File: src/sv/bara_pkg.sv
// Shared widths, constants, types and table functions of the barometric altitude core.
package bara_pkg;

   localparam int PRESS_W     = 17;
   localparam int TIME_W      = 32;
   localparam int INTERVAL_W  = 16;
   localparam int ALT_W       = 24;
   localparam int RATE_W      = 21;
   localparam int RATE_MAG_W  = 20;
   localparam int KNOT_P_W    = 18;
   localparam int SEG_OFF_W   = 14;
   localparam int AMAG_W      = 24;
   localparam int SCALE_W     = 10;
   localparam int RPROD_W     = 34;
   localparam int DIV_NUM_W   = 37;
   localparam int DIV_DEN_W   = 32;
   localparam int REQ_TDATA_W = 56;
   localparam int RSP_TDATA_W = 48;

   localparam logic [INTERVAL_W-1:0]   INTERVAL_RESET = 16'd1000;
   localparam logic signed [ALT_W-1:0] ALT_MAX        = 24'sd6000000;
   localparam logic signed [ALT_W-1:0] ALT_MIN        = -24'sd100000;
   localparam logic [RATE_MAG_W-1:0]   RATE_LIMIT     = 20'd1000000;
   localparam logic [SCALE_W-1:0]      RATE_SCALE     = 10'd1000;

   localparam logic [63:0] PRESSURE_SPAN    = 64'd131072;
   localparam logic [63:0] LAYER_LIMIT_PA   = 64'd22632;
   localparam logic [63:0] LOWER_OFFSET_Q32 = 64'd72879122497;
   localparam logic [63:0] LOWER_SCALE_Q16  = 64'd28808002011;
   localparam logic [63:0] UPPER_REF_Q32    = 64'd71419424604;
   localparam logic [63:0] UPPER_EXP_Q32    = 64'd817186248;
   localparam logic [63:0] UPPER_SCALE_CM   = 64'd4433070;
   localparam logic [63:0] ONE_Q31          = 64'h0000_0000_8000_0000;
   localparam logic [63:0] HALF_Q31         = 64'h0000_0000_4000_0000;
   localparam logic [63:0] ONE_Q32          = 64'h0000_0001_0000_0000;
   localparam logic [63:0] MASK_32          = 64'h0000_0000_FFFF_FFFF;
   localparam int          POW_BITS         = 24;

   typedef struct packed {
      logic [KNOT_P_W-1:0]     pressure;
      logic signed [ALT_W-1:0] altitude;
   } knot_type;

   function automatic logic [63:0] isqrt64(input logic [63:0] v);
      logic [63:0] rem;
      logic [63:0] res;
      logic [63:0] bitv;
      rem  = v;
      res  = 64'd0;
      bitv = 64'h4000_0000_0000_0000;
      for (int i = 0; i < 32; i++) begin
         if (bitv > rem) begin
            bitv = bitv >> 2;
         end
      end
      for (int i = 0; i < 32; i++) begin
         if (bitv != 64'd0) begin
            if (rem >= res + bitv) begin
               rem = rem - (res + bitv);
               res = (res >> 1) + bitv;
            end else begin
               res = res >> 1;
            end
            bitv = bitv >> 2;
         end
      end
      return res;
   endfunction

   function automatic logic [63:0] log2_q32(input logic [63:0] p);
      logic [63:0] x;
      logic [63:0] frac;
      logic [63:0] n;
      n = 64'd0;
      for (int i = 0; i < 63; i++) begin
         if ((p >> (n + 64'd1)) != 64'd0) begin
            n = n + 64'd1;
         end
      end
      x    = p << (64'd30 - n);
      frac = 64'd0;
      for (int i = 0; i < 32; i++) begin
         x    = (x * x) >> 30;
         frac = frac << 1;
         if (x >= ONE_Q31) begin
            x    = x >> 1;
            frac = frac | 64'd1;
         end
      end
      return (n << 32) + frac;
   endfunction

   function automatic logic [63:0] pow2_q31(input logic [63:0] f);
      logic [63:0] acc;
      logic [63:0] root;
      acc  = ONE_Q31;
      root = ONE_Q32;
      for (int i = 1; i <= POW_BITS; i++) begin
         root = isqrt64(root << 31);
         if (f[32-i]) begin
            acc = (acc * root + HALF_Q31) >> 31;
         end
      end
      return acc;
   endfunction

   function automatic logic signed [63:0] law_cm(input logic [63:0] p);
      logic [63:0] l;
      logic [63:0] d;
      logic [63:0] e;
      logic [63:0] g;
      if (p == 64'd0) begin
         return 64'(ALT_MAX);
      end
      l = log2_q32(p);
      if (p <= LAYER_LIMIT_PA) begin
         d = (LOWER_OFFSET_Q32 - l) >> 16;
         return $signed((LOWER_SCALE_Q16 * d + ONE_Q31) >> 32);
      end
      if (l >= UPPER_REF_Q32) begin
         e = ((l - UPPER_REF_Q32) * UPPER_EXP_Q32 + ONE_Q31) >> 32;
         g = pow2_q31(e & MASK_32);
      end else begin
         e = ((UPPER_REF_Q32 - l) * UPPER_EXP_Q32 + ONE_Q31) >> 32;
         g = (e == 64'd0) ? ONE_Q31 : (pow2_q31((ONE_Q32 - e) & MASK_32) >> 1);
      end
      if (g <= ONE_Q31) begin
         return $signed((UPPER_SCALE_CM * (ONE_Q31 - g) + HALF_Q31) >> 31);
      end
      return -$signed((UPPER_SCALE_CM * (g - ONE_Q31) + HALF_Q31) >> 31);
   endfunction

   function automatic logic signed [63:0] clamp_alt(input logic signed [63:0] v);
      logic signed [63:0] lo;
      logic signed [63:0] hi;
      lo = 64'(ALT_MIN);
      hi = 64'(ALT_MAX);
      if (v < lo) begin
         return lo;
      end
      if (v > hi) begin
         return hi;
      end
      return v;
   endfunction

endpackage

File: src/sv/barometric_altitude_ascent_rate_core.sv
// Top level: pressure to altitude by table interpolation, and ascent rate over time.
//
// Each transfer on the req_ channel carries one pressure sample in pascals and a
// millisecond timestamp. Each accepted sample gives exactly one transfer on the rsp_
// channel with the altitude in centimeters, the ascent rate in cm/s and a flag in
// rsp_tuser that marks a recomputed rate. The csr_ port sets the minimum interval
// between rate updates; it is to be written only while no sample is in flight,
// which the block itself does not enforce. One sample is processed at a time.
// Each sample takes two lookups in the knot table and one pass of the 37-step
// bit-serial divider for the interpolation, and a second pass for the rate when
// it is recomputed. Once the output register is free, the result is loaded into it
// and the block returns to idle to accept the next sample. The output register frees
// the input side: while a result waits for rsp_tready, the next sample is accepted
// and computed, and then held until the output register is free. Reset sets the
// interval to 1000 ms, clears the kept altitude and update time to zero and drops
// any pending result.
module barometric_altitude_ascent_rate_core #(
   parameter int CURVE_SEGMENTS = 64
) (
   input  logic                               clock,
   input  logic                               reset,
   input  logic                               req_tvalid,
   output logic                               req_tready,
   // pressure_pa [16:0], time_ms [48:17], zero fill [55:49]
   input  logic [bara_pkg::REQ_TDATA_W-1:0]   req_tdata,
   output logic                               rsp_tvalid,
   input  logic                               rsp_tready,
   // altitude_cm [23:0], ascent_rate_cm_s [44:24], zero fill [47:45]
   output logic [bara_pkg::RSP_TDATA_W-1:0]   rsp_tdata,
   // rate_updated [0]
   output logic                               rsp_tuser,
   input  logic                               csr_wr_en,
   input  logic [bara_pkg::INTERVAL_W-1:0]    csr_wr_data
);

   localparam int IDX_W   = $clog2(CURVE_SEGMENTS + 1);
   localparam int KPROD_W = bara_pkg::PRESS_W + IDX_W;
   localparam int IPROD_W = bara_pkg::AMAG_W + bara_pkg::SEG_OFF_W;
   localparam int ALT_W   = bara_pkg::ALT_W;
   localparam int RATE_W  = bara_pkg::RATE_W;
   localparam int NUM_W   = bara_pkg::DIV_NUM_W;
   localparam int DEN_W   = bara_pkg::DIV_DEN_W;
   localparam int OFF_W   = bara_pkg::SEG_OFF_W;
   localparam int AMAG_W  = bara_pkg::AMAG_W;
   localparam int PAD_W   = bara_pkg::RSP_TDATA_W - ALT_W - RATE_W;

   typedef enum logic [3:0] {
      S_IDLE,
      S_LOOK0,
      S_LOOK1,
      S_LOOK2,
      S_PROD,
      S_DIV_A,
      S_RATE,
      S_RATE_MUL,
      S_DIV_R,
      S_OUT
   } state_type;

   state_type                         state_ff, state_in;
   logic [bara_pkg::PRESS_W-1:0]      pressure_ff, pressure_in;
   logic [bara_pkg::TIME_W-1:0]       time_ff, time_in;
   logic [IDX_W-1:0]                  seg_ff, seg_in;
   logic [bara_pkg::TIME_W-1:0]       dt_ff, dt_in;
   logic                              upd_ff, upd_in;
   logic signed [ALT_W-1:0]           a0_ff, a0_in;
   logic [bara_pkg::KNOT_P_W-1:0]     knot_p_ff, knot_p_in;
   logic [OFF_W-1:0]                  seg_len_ff, seg_len_in;
   logic [OFF_W-1:0]                  seg_off_ff, seg_off_in;
   logic [AMAG_W-1:0]                 amag_ff, amag_in;
   logic                              aneg_ff, aneg_in;
   logic signed [ALT_W-1:0]           alt_ff, alt_in;
   logic [AMAG_W-1:0]                 rmag_ff, rmag_in;
   logic                              rneg_ff, rneg_in;
   logic signed [RATE_W-1:0]          rate_ff, rate_in;
   logic signed [ALT_W-1:0]           prev_alt_ff, prev_alt_in;
   logic [bara_pkg::TIME_W-1:0]       prev_time_ff, prev_time_in;
   logic [bara_pkg::INTERVAL_W-1:0]   interval_ff, interval_in;
   logic                              rsp_valid_ff, rsp_valid_in;
   logic signed [ALT_W-1:0]           rsp_alt_ff, rsp_alt_in;
   logic signed [RATE_W-1:0]          rsp_rate_ff, rsp_rate_in;
   logic                              rsp_upd_ff, rsp_upd_in;

   logic [IDX_W-1:0]                  rom_addr;
   bara_pkg::knot_type                rom_data;
   logic                              div_start;
   logic [NUM_W-1:0]                  div_num;
   logic [DEN_W-1:0]                  div_den;
   logic                              div_busy;
   logic                              div_done;
   logic [NUM_W-1:0]                  div_quot;

   logic [bara_pkg::PRESS_W-1:0]      req_pressure_w;
   logic [bara_pkg::TIME_W-1:0]       req_time_w;
   logic [bara_pkg::TIME_W-1:0]       req_dt_w;
   logic [KPROD_W-1:0]                seg_prod_w;
   logic signed [ALT_W:0]             adiff_w;
   logic [IPROD_W-1:0]                interp_prod_w;
   logic signed [ALT_W:0]             interp_sum_w;
   logic signed [ALT_W:0]             rdiff_w;
   logic [bara_pkg::RPROD_W-1:0]      rate_prod_w;
   logic [bara_pkg::RATE_MAG_W-1:0]   rate_mag_w;
   logic                              out_free_w;

   assign req_pressure_w = req_tdata[bara_pkg::PRESS_W-1:0];
   assign req_time_w     = req_tdata[bara_pkg::PRESS_W+bara_pkg::TIME_W-1:bara_pkg::PRESS_W];
   assign req_dt_w       = req_time_w - prev_time_ff;
   assign seg_prod_w     = req_pressure_w * IDX_W'(CURVE_SEGMENTS);
   assign adiff_w        = {rom_data.altitude[ALT_W-1], rom_data.altitude} - {a0_ff[ALT_W-1], a0_ff};
   assign interp_prod_w  = amag_ff * seg_off_ff;
   assign interp_sum_w   = aneg_ff ? ({a0_ff[ALT_W-1], a0_ff} - $signed({1'b0, div_quot[ALT_W-1:0]}))
                                   : ({a0_ff[ALT_W-1], a0_ff} + $signed({1'b0, div_quot[ALT_W-1:0]}));
   assign rdiff_w        = {alt_ff[ALT_W-1], alt_ff} - {prev_alt_ff[ALT_W-1], prev_alt_ff};
   assign rate_prod_w    = rmag_ff * bara_pkg::RATE_SCALE;
   assign rate_mag_w     = (div_quot > NUM_W'(bara_pkg::RATE_LIMIT)) ? bara_pkg::RATE_LIMIT
                                                                    : div_quot[bara_pkg::RATE_MAG_W-1:0];
   assign out_free_w     = !rsp_valid_ff || rsp_tready;

   assign req_tready = (state_ff == S_IDLE);
   assign rom_addr   = (state_ff == S_LOOK0) ? seg_ff : seg_ff + IDX_W'(1);

   always_comb begin
      div_start = 1'b0;
      div_num   = NUM_W'(interp_prod_w) + NUM_W'(seg_len_ff >> 1);
      div_den   = DEN_W'(seg_len_ff);
      if (state_ff == S_RATE_MUL) begin
         div_num = NUM_W'(rate_prod_w) + NUM_W'(dt_ff >> 1);
         div_den = dt_ff;
      end
      if (state_ff == S_PROD || state_ff == S_RATE_MUL) begin
         div_start = 1'b1;
      end
   end

   always_comb begin
      state_in     = state_ff;
      pressure_in  = pressure_ff;
      time_in      = time_ff;
      seg_in       = seg_ff;
      dt_in        = dt_ff;
      upd_in       = upd_ff;
      a0_in        = a0_ff;
      knot_p_in    = knot_p_ff;
      seg_len_in   = seg_len_ff;
      seg_off_in   = seg_off_ff;
      amag_in      = amag_ff;
      aneg_in      = aneg_ff;
      alt_in       = alt_ff;
      rmag_in      = rmag_ff;
      rneg_in      = rneg_ff;
      rate_in      = rate_ff;
      prev_alt_in  = prev_alt_ff;
      prev_time_in = prev_time_ff;
      interval_in  = csr_wr_en ? csr_wr_data : interval_ff;
      rsp_valid_in = rsp_valid_ff && !rsp_tready;
      rsp_alt_in   = rsp_alt_ff;
      rsp_rate_in  = rsp_rate_ff;
      rsp_upd_in   = rsp_upd_ff;
      case (state_ff)
         S_IDLE: begin
            if (req_tvalid) begin
               pressure_in = req_pressure_w;
               time_in     = req_time_w;
               seg_in      = seg_prod_w[KPROD_W-1:bara_pkg::PRESS_W];
               dt_in       = req_dt_w;
               upd_in      = req_dt_w > bara_pkg::TIME_W'(interval_ff);
               state_in    = S_LOOK0;
            end
         end
         S_LOOK0: begin
            state_in = S_LOOK1;
         end
         S_LOOK1: begin
            a0_in     = rom_data.altitude;
            knot_p_in = rom_data.pressure;
            state_in  = S_LOOK2;
         end
         S_LOOK2: begin
            seg_len_in = OFF_W'(rom_data.pressure - knot_p_ff);
            seg_off_in = OFF_W'({1'b0, pressure_ff} - knot_p_ff);
            aneg_in    = adiff_w[ALT_W];
            amag_in    = adiff_w[ALT_W] ? AMAG_W'(-adiff_w) : AMAG_W'(adiff_w);
            state_in   = S_PROD;
         end
         S_PROD: begin
            state_in = S_DIV_A;
         end
         S_DIV_A: begin
            if (div_done) begin
               if (interp_sum_w > $signed({bara_pkg::ALT_MAX[ALT_W-1], bara_pkg::ALT_MAX})) begin
                  alt_in = bara_pkg::ALT_MAX;
               end else if (interp_sum_w <
                            $signed({bara_pkg::ALT_MIN[ALT_W-1], bara_pkg::ALT_MIN})) begin
                  alt_in = bara_pkg::ALT_MIN;
               end else begin
                  alt_in = interp_sum_w[ALT_W-1:0];
               end
               state_in = S_RATE;
            end
         end
         S_RATE: begin
            rneg_in = rdiff_w[ALT_W];
            rmag_in = rdiff_w[ALT_W] ? AMAG_W'(-rdiff_w) : AMAG_W'(rdiff_w);
            rate_in = '0;
            if (upd_ff) begin
               state_in = S_RATE_MUL;
            end else begin
               state_in = S_OUT;
            end
         end
         S_RATE_MUL: begin
            state_in = S_DIV_R;
         end
         S_DIV_R: begin
            if (div_done) begin
               rate_in      = rneg_ff ? RATE_W'(-{1'b0, rate_mag_w}) : RATE_W'({1'b0, rate_mag_w});
               prev_alt_in  = alt_ff;
               prev_time_in = time_ff;
               state_in     = S_OUT;
            end
         end
         S_OUT: begin
            if (out_free_w) begin
               rsp_valid_in = 1'b1;
               rsp_alt_in   = alt_ff;
               rsp_rate_in  = rate_ff;
               rsp_upd_in   = upd_ff;
               state_in     = S_IDLE;
            end
         end
         default: begin
            state_in = S_IDLE;
         end
      endcase
   end

   always_ff @(posedge clock) begin
      pressure_ff <= pressure_in;
      time_ff     <= time_in;
      seg_ff      <= seg_in;
      dt_ff       <= dt_in;
      upd_ff      <= upd_in;
      a0_ff       <= a0_in;
      knot_p_ff   <= knot_p_in;
      seg_len_ff  <= seg_len_in;
      seg_off_ff  <= seg_off_in;
      amag_ff     <= amag_in;
      aneg_ff     <= aneg_in;
      alt_ff      <= alt_in;
      rmag_ff     <= rmag_in;
      rneg_ff     <= rneg_in;
      rate_ff     <= rate_in;
      rsp_alt_ff  <= rsp_alt_in;
      rsp_rate_ff <= rsp_rate_in;
      rsp_upd_ff  <= rsp_upd_in;
      if (reset) begin
         state_ff     <= S_IDLE;
         prev_alt_ff  <= '0;
         prev_time_ff <= '0;
         interval_ff  <= bara_pkg::INTERVAL_RESET;
         rsp_valid_ff <= 1'b0;
      end else begin
         state_ff     <= state_in;
         prev_alt_ff  <= prev_alt_in;
         prev_time_ff <= prev_time_in;
         interval_ff  <= interval_in;
         rsp_valid_ff <= rsp_valid_in;
      end
   end

   bara_knot_rom #(
      .CURVE_SEGMENTS(CURVE_SEGMENTS)
   ) u_knot_rom (
      .clock  (clock),
      .rd_addr(rom_addr),
      .rd_data(rom_data)
   );

   bara_serial_div #(
      .NUM_W(NUM_W),
      .DEN_W(DEN_W)
   ) u_serial_div (
      .clock(clock),
      .reset(reset),
      .start(div_start),
      .num  (div_num),
      .den  (div_den),
      .busy (div_busy),
      .done (div_done),
      .quot (div_quot)
   );

   assign rsp_tvalid = rsp_valid_ff;
   assign rsp_tdata  = {{PAD_W{1'b0}}, rsp_rate_ff, rsp_alt_ff};
   assign rsp_tuser  = rsp_upd_ff;

   a_rate_zero: assert property (@(posedge clock) disable iff (reset)
      (rsp_valid_ff && !rsp_upd_ff) |-> (rsp_rate_ff == '0))
      else $error("nonzero rate on a result without update");

   a_busy_after_accept: assert property (@(posedge clock) disable iff (reset)
      (req_tvalid && req_tready) |=> (!req_tready && !div_busy))
      else $error("sample accepted without entering the lookup");

   a_keep_on_update: assert property (@(posedge clock) disable iff (reset)
      (!$past(reset) && !$stable(prev_time_ff)) |-> $past(upd_ff && state_ff == S_DIV_R))
      else $error("kept update time changed outside a rate update");

endmodule

File: src/sv/bara_knot_rom.sv
// Altitude knot table over pressure with a registered read port.
module bara_knot_rom #(
   parameter int CURVE_SEGMENTS = 64
) (
   input  logic                               clock,
   input  logic [$clog2(CURVE_SEGMENTS+1)-1:0] rd_addr,
   output bara_pkg::knot_type                 rd_data
);

   function automatic logic [63:0] knot_pressure(input logic [63:0] k);
      return (k * bara_pkg::PRESSURE_SPAN + 64'(CURVE_SEGMENTS - 1)) / CURVE_SEGMENTS;
   endfunction

   bara_pkg::knot_type knot_rom_w [0:CURVE_SEGMENTS];
   bara_pkg::knot_type rd_data_ff;

   for (genvar g = 0; g <= CURVE_SEGMENTS; g++) begin : g_knot
      localparam logic [63:0]        KNOT_P   = knot_pressure(64'(g));
      localparam logic signed [63:0] KNOT_ALT = bara_pkg::clamp_alt(bara_pkg::law_cm(KNOT_P));
      assign knot_rom_w[g].pressure = bara_pkg::KNOT_P_W'(KNOT_P);
      assign knot_rom_w[g].altitude = bara_pkg::ALT_W'(KNOT_ALT);
   end

   always_ff @(posedge clock) begin
      rd_data_ff <= knot_rom_w[rd_addr];
   end

   assign rd_data = rd_data_ff;

endmodule

File: src/sv/bara_serial_div.sv
// Bit-serial restoring divider that produces one quotient bit per cycle.
module bara_serial_div #(
   parameter int NUM_W = 37,
   parameter int DEN_W = 32
) (
   input  logic             clock,
   input  logic             reset,
   input  logic             start,
   input  logic [NUM_W-1:0] num,
   input  logic [DEN_W-1:0] den,
   output logic             busy,
   output logic             done,
   output logic [NUM_W-1:0] quot
);

   localparam int CNT_W = $clog2(NUM_W);

   logic             busy_ff, busy_in;
   logic             done_ff, done_in;
   logic [CNT_W-1:0] cnt_ff, cnt_in;
   logic [DEN_W-1:0] rem_ff, rem_in;
   logic [NUM_W-1:0] quo_ff, quo_in;
   logic [DEN_W-1:0] den_ff, den_in;
   logic [DEN_W:0]   trial_w;
   logic [DEN_W:0]   diff_w;
   logic             fits_w;

   assign trial_w = {rem_ff, quo_ff[NUM_W-1]};
   assign diff_w  = trial_w - {1'b0, den_ff};
   assign fits_w  = trial_w >= {1'b0, den_ff};

   always_comb begin
      busy_in = busy_ff;
      done_in = 1'b0;
      cnt_in  = cnt_ff;
      rem_in  = rem_ff;
      quo_in  = quo_ff;
      den_in  = den_ff;
      if (start) begin
         busy_in = 1'b1;
         cnt_in  = CNT_W'(NUM_W - 1);
         rem_in  = '0;
         quo_in  = num;
         den_in  = den;
      end else if (busy_ff) begin
         rem_in = fits_w ? diff_w[DEN_W-1:0] : trial_w[DEN_W-1:0];
         quo_in = {quo_ff[NUM_W-2:0], fits_w};
         cnt_in = cnt_ff - CNT_W'(1);
         if (cnt_ff == '0) begin
            busy_in = 1'b0;
            done_in = 1'b1;
         end
      end
   end

   always_ff @(posedge clock) begin
      cnt_ff <= cnt_in;
      rem_ff <= rem_in;
      quo_ff <= quo_in;
      den_ff <= den_in;
      if (reset) begin
         busy_ff <= 1'b0;
         done_ff <= 1'b0;
      end else begin
         busy_ff <= busy_in;
         done_ff <= done_in;
      end
   end

   assign busy = busy_ff;
   assign done = done_ff;
   assign quot = quo_ff;

   a_start_idle: assert property (@(posedge clock) disable iff (reset)
      start |-> !busy_ff)
      else $error("divider started while busy");

   a_last_step_done: assert property (@(posedge clock) disable iff (reset)
      (busy_ff && cnt_ff == '0 && !start) |=> (done_ff && !busy_ff))
      else $error("divider did not finish after its last step");

   a_done_idle: assert property (@(posedge clock) disable iff (reset)
      done_ff |-> !busy_ff)
      else $error("divider done while still busy");

endmodule
File: config.mk
export PLATFORM = sky130hd
export DESIGN_NAME = barometric_altitude_ascent_rate_core
export DESIGN_NICKNAME = d
export VERILOG_FILES = /design/src/sv/bara_pkg.sv /design/src/sv/barometric_altitude_ascent_rate_core.sv /design/src/sv/bara_knot_rom.sv /design/src/sv/bara_serial_div.sv
export SDC_FILE = /design/constraint.sdc
export NUM_CORES = 2
export LEC_CHECK = 0
export BUFFER_PORTS_ARGS = -buffer_cell sky130_fd_sc_hd__clkbuf_2
export CORE_MARGIN = 3
export CORE_UTILIZATION = 55
export DETAILED_ROUTE_END_ITERATION = 7
export PLACE_DENSITY = 0.74
export SYNTH_ARGS = -nofsm -noshare
export SYNTH_HDL_FRONTEND = slang
export SYNTH_HIERARCHICAL = 1
export SYNTH_SLANG_ARGS = --single-unit
File: constraint.sdc
create_clock -name clock -period 6.95 [get_ports clock]
set_input_delay 1.0425 -clock clock [delete_from_list [all_inputs] [get_ports clock]]
set_output_delay 1.0425 -clock clock [all_outputs]
set_load 0.005 [all_outputs]
Yosys cells after proc, flatten, opt, wreduce, memory -nomap -nowiden:

Memories as Yosys holds them, arrays and structs flattened. A register that Yosys moved wholly into a read port is not among the register bits.
Index checks and enable logic that the tools add are counted.

* bits in read-only memories: 5376
* memories: 1
* logic and storage cells: 113
* flip-flop bits (word level): 478
* input port bits: 77

* magnitude comparators: 5
* bitwise logic cells: 2
* mux-type cells: 27
* reductions and logical operators: 17
* equal/unequal tests: 13
* multipliers: 2
* add/sub/neg operators: 15

Memories
* (no name shown): depth 128, bits a word 42, rd ports 1, clocked after memory_dff 1, write ports 0, RTL line bara_knot_rom.sv:25 `rd_data_ff <= knot_rom_w[rd_addr];`

Operators by type and width (count)
* $mux 37: 3
* $mux 24: 3
* $sub 32x32->32: 2
* $sub 24x24->25: 2
* $neg 24->24: 2
* $mux 21: 2
* $pmux 21 s2: 1
* $pmux 4 s10: 1
* $add 37x13->37: 1
* $gt 37x20->1 const B: 1
* $mul 24x14->37: 1
* $add 34x31->35: 1
* $ge 33x32->1: 1
* $gt 32x16->1: 1
* $mux 32: 1
* $mul 24x7->31 const B: 1
* $sub 14x14->14: 2
* $add 25x24->25: 1
* $gt 25x24->1 const B: 1
* $lt 25x18->1 const B: 1
* $mux 25: 1
* $sub 25x24->25: 1
* $neg 20->21: 1
* $mux 20: 1
* 24 further kinds: 48

Logic depth before layout (Yosys ltp):

* depth in word-level cells: 6
* mapped depth: 29
* mapped depth without buffers: 29

Hierarchy:

The synthesis kept the hierarchy.

Modules (own cells, without submodules)
* barometric_altitude_ascent_rate_core: cells an instance 4087, instances 1, area each 37885.1 um^2, seq. area each 10219.8 um^2
* bara_serial_div: cells an instance 570, instances 1, area each 5970.7 um^2, seq. area each 2872.8 um^2
* bara_knot_rom: cells an instance 362, instances 1, area each 2696.3 um^2, seq. area each 620.6 um^2

Worst setup path before layout:

OpenSTA, ideal clock, no wires.

* path kind: register -> register
* start: register amag_ff[10]
* end: register u_serial_div.quo_ff[36], in the netlist u_serial_div/quot[36] (data pin)
* stages on the path, launching flop included: 27
* library setup time: 260 ps
* arrival time: 6542 ps
* setup slack: 148 ps
* data required time: 6690 ps
* cells stage by stage: edfxtp_1 -> clkbuf_1 -> nand2_1 -> fa_1 -> inv_1 -> fa_1 -> fa_1 -> inv_1 -> fa_1 -> inv_1 -> fa_1 -> inv_1 -> fa_1 -> inv_1 -> ha_1 -> a21o_1 -> a21o_1 -> a21o_1 -> or3_1 -> nor3_1 -> o31a_1 -> o21a_1 -> o2111ai_1 -> a21oi_1 -> xnor2_1 -> nor2_1 -> mux2_2

* word-level cells in the longest chain between the ends: 4

Ends and longest elaborated chain
* start: declaration: RTL line barometric_altitude_ascent_rate_core.sv:70 `logic [AMAG_W-1:0] amag_ff, amag_in;`
* start signal: assignment: RTL line barometric_altitude_ascent_rate_core.sv:247 `amag_ff <= amag_in;`
* $mul 24x14->37: RTL line barometric_altitude_ascent_rate_core.sv:110 `assign interp_prod_w = amag_ff * seg_off_ff;`
* $add 37x13->37: RTL line barometric_altitude_ascent_rate_core.sv:124 `div_num = NUM_W'(interp_prod_w) + NUM_W'(seg_len_ff >> 1);`
* $mux 37: RTL line barometric_altitude_ascent_rate_core.sv:126 `if (state_ff == S_RATE_MUL) begin`
* via div_num[36]: RTL line barometric_altitude_ascent_rate_core.sv:87 `logic [NUM_W-1:0] div_num;`
* $mux 37: RTL line bara_serial_div.sv:39 `if (start) begin`
* via u_serial_div.quo_in[36]: RTL line bara_serial_div.sv:22 `logic [NUM_W-1:0] quo_ff, quo_in;`
* end signal: assignment: RTL line bara_serial_div.sv:59 `quo_ff <= quo_in;`
* end: declaration: RTL line bara_serial_div.sv:22

The timed path passes the listed nets, and every way through them passes these cells.
A chain may end at the register's enable or synchronous reset.

Worst setup path in the final report:

Ends and elaborated chain as after synthesis.

==> results.json <==
{
  "status": "complete, no violations",
  "slowest_stage": "fa_2",
  "die-height_um": 297,
  "crit_family": "adder cells",
  "fin_ws_ns": 0.0570,
  "fp.coreArea_sq_um": 82900,
  "routed-wl-met2_mm": 57.2,
  "clk_pin_slew_ns": 0.08,
  "rows": 105,
  "cts_root_buf": "clkbuf_16",
  "grt_first_pass_wirelength_mm": 191,
  "reg2reg_to": "u_serial_div/quot[36]$_DFFE_PP_",
  "postRouteWirelength_mm": 123,
  "critical_path_class": "reg -> reg",
  "vias_per_cell": 5.82,
  "critPathBufInv": 6,
  "min_delay_worst_endpoint": "rsp_rate_ff[15]$_DFFE_PP_",
  "cts_tree": "yes",
  "start_util_pct": 56.1,
  "worstHoldPathCells": 0,
  "ff2ff_setup_slack_ns": 0.06,
  "die_x_um": 297,
  "multi_input_area_sq_um": 30000,
  "rsz0062_at_grt": "yes",
  "finalCritPeriodShare_pct": 99.2,
  "setup_tns_ns": 0,
  "gp_congestion": 0.970,
  "antenna_cells": 0,
  "clk_path_buf_depth": 3,
  "place_hpwl_mm": 93.3,
  "relSlewSlack_pct": 20.1,
  "vias": 37200,
  "slew_violations": 0,
  "drc_errors": 0,
  "antenna_found_initial": 3,
  "drive_above_1_share_pct": 11.4,
  "min_period_ns": 6.89,
  "power_w": 0.0207,
  "drv_cap": 0,
  "top_layer_used": "met5",
  "port_buffers": 117,
  "syn_area_sq_um": 46500,
  "peakVddDrop_mv": 0.598,
  "powerDensity_nw_per_um2": 398,
  "hp-class": "reg -> reg",
  "clock_skew_ns": 0.0584,
  "grt_overflow": 0,
  "htreeDepth": 2,
  "grt_start_max_net_pins": 100,
  "hold_ws_ns": 0.414,
  "finish.net_count": 6063,
  "cts_inserted_buffers": 59,
  "drt_iter0_markers": 2839,
  "firstDrtPassIters": 6,
  "ff2ff_path_depth": 26,
  "hold_viol_final": 0,
  "clk_latency_ns": 0.67,
  "wl_per_cell_um": 19.3,
  "wl_met1_mm": 52.6,
  "dieArea_sq_um": 88000,
  "crit_path_start_kind": "flop",
  "fmax_ghz": 0.145,
  "netlist_instances": 5013,
  "worst_slew_pin_slew_ns": 1.20,
  "post-route-util_pct": 62.8,
  "avgSynthCellArea_sq_um": 9.27,
  "p_leak_nw": 22.6,
  "dp_slack_ns": -0.139,
  "cts.sinks": 502,
  "grt.total_usage_pct": 27.4,
  "dr_wl_met3_mm": 8.32,
  "critPathCaptureType": "flop",
  "areaGrowthSynthToFinish_pct": 12.0,
  "setup_violations": 0,
  "rr_startpoint": "amag_ff[10]$_DFFE_PP_",
  "yosysWarnings": 6,
  "min_from": "rate_ff[15]$_SDFFCE_PN0P_",
  "seq_area_sq_um": 13600,
  "io_pins": 128,
  "cp_max_fo": 9,
  "fill_cells": 6741,
  "first_global_vias": 35800,
  "final_antenna_net_count": 0,
  "critical-path-max-stage-delay_ns": 0.56,
  "crit_arrival_ns": 7.29,
  "worst_ep_required_time_ns": 7.35
}
## layout make-up
cell class,count,area share [%]
multi-input cells,3685,57.6
flip-flops and latches,502,26.2
repair buffers,323,4.74
inverters,640,4.62
clock buffers,69,3.05
well taps,1123,2.70
clock inverters,43,1.10
## registers in the layout, indices dropped and copies added, names as in the netlist, 24 cells and up
| register | cells |
|---|---|
| prev_time_ff | 32 |
| dt_ff | 32 |
| rsp_alt_ff | 24 |
| u_serial_div/quot | 37 |
| time_ff | 32 |
| amag_ff | 24 |
| rmag_ff | 24 |
| a0_ff | 24 |
| u_knot_rom/rd_data | 27 |
| prev_alt_ff | 24 |
| u_serial_div/rem_ff | 32 |
| u_serial_div/den_ff | 32 |
| alt_ff | 24 |
## report_power, final
part / internal (W) / switching (W)
registers: 0.00361 / 0.000243
clock network: 0.00200 / 0.00141
logic: 0.00562 / 0.00782
## what timing repair did
item                       CTS  global route
setup endpoints to repair    5            19
buffers inserted             1            36
pin swaps                    7            81
hold buffers                 0             0
gates resized for setup      6            92
gates cloned                 0             5
## per-layer routing
| metal | GRT usage [%] | vias up |
|---|---|---|
| li1 | - | 17500 |
| met1 | 37.7 | 18100 |
| met2 | 44.7 | 1373 |
| met3 | 3.40 | 263 |
| met4 | 9.92 | 2 |
| met5 | 0 | - |
## through the flow
step	area [sq um]	cells
after floorplan	46500	5025
after global placement	49000	6231
after detailed placement	49000	6231
after CTS	51200	6344
after global routing	52000	6385
final	52000	6385
## worst max-delay path by stage
stage                                        start                              end  slack (ns)  depth (start not counted)
final                        amag_ff[10]$_DFFE_PP_  u_serial_div/quot[36]$_DFFE_PP_        0.06                         26
after global routing      seg_off_ff[11]$_DFFE_PP_  u_serial_div/quot[36]$_DFFE_PP_       -0.13                         25
after detailed placement      rmag_ff[2]$_DFFE_PP_  u_serial_div/quot[32]$_DFFE_PP_       -0.14                         29
after global placement        amag_ff[8]$_DFFE_PP_  u_serial_div/quot[36]$_DFFE_PP_       -0.05                         24
after CTS                     rmag_ff[2]$_DFFE_PP_  u_serial_div/quot[32]$_DFFE_PP_      -0.003                         29
after floorplan              amag_ff[10]$_DFFE_PP_  u_serial_div/quot[36]$_DFFE_PP_        0.15                         26
## cells in the final DEF, fill, tap and decap left out, types with 75 or more instances in the layout
| cell | count |
|---|---|
| nor2_1 | 291 |
| fa_1 | 355 |
| and2_1 | 155 |
| nand2_1 | 603 |
| a21o_1 | 96 |
| ha_1 | 399 |
| inv_1 | 629 |
| xor2_1 | 101 |
| nor3_1 | 75 |
| dfxtp_1 | 144 |
| o21ai_0 | 183 |
| edfxtp_1 | 358 |
| xnor2_1 | 172 |
| a21oi_1 | 317 |
| clkbuf_2 | 117 |
| buf_4 | 173 |
Note: power is estimated with default switching activity, not from simulation.
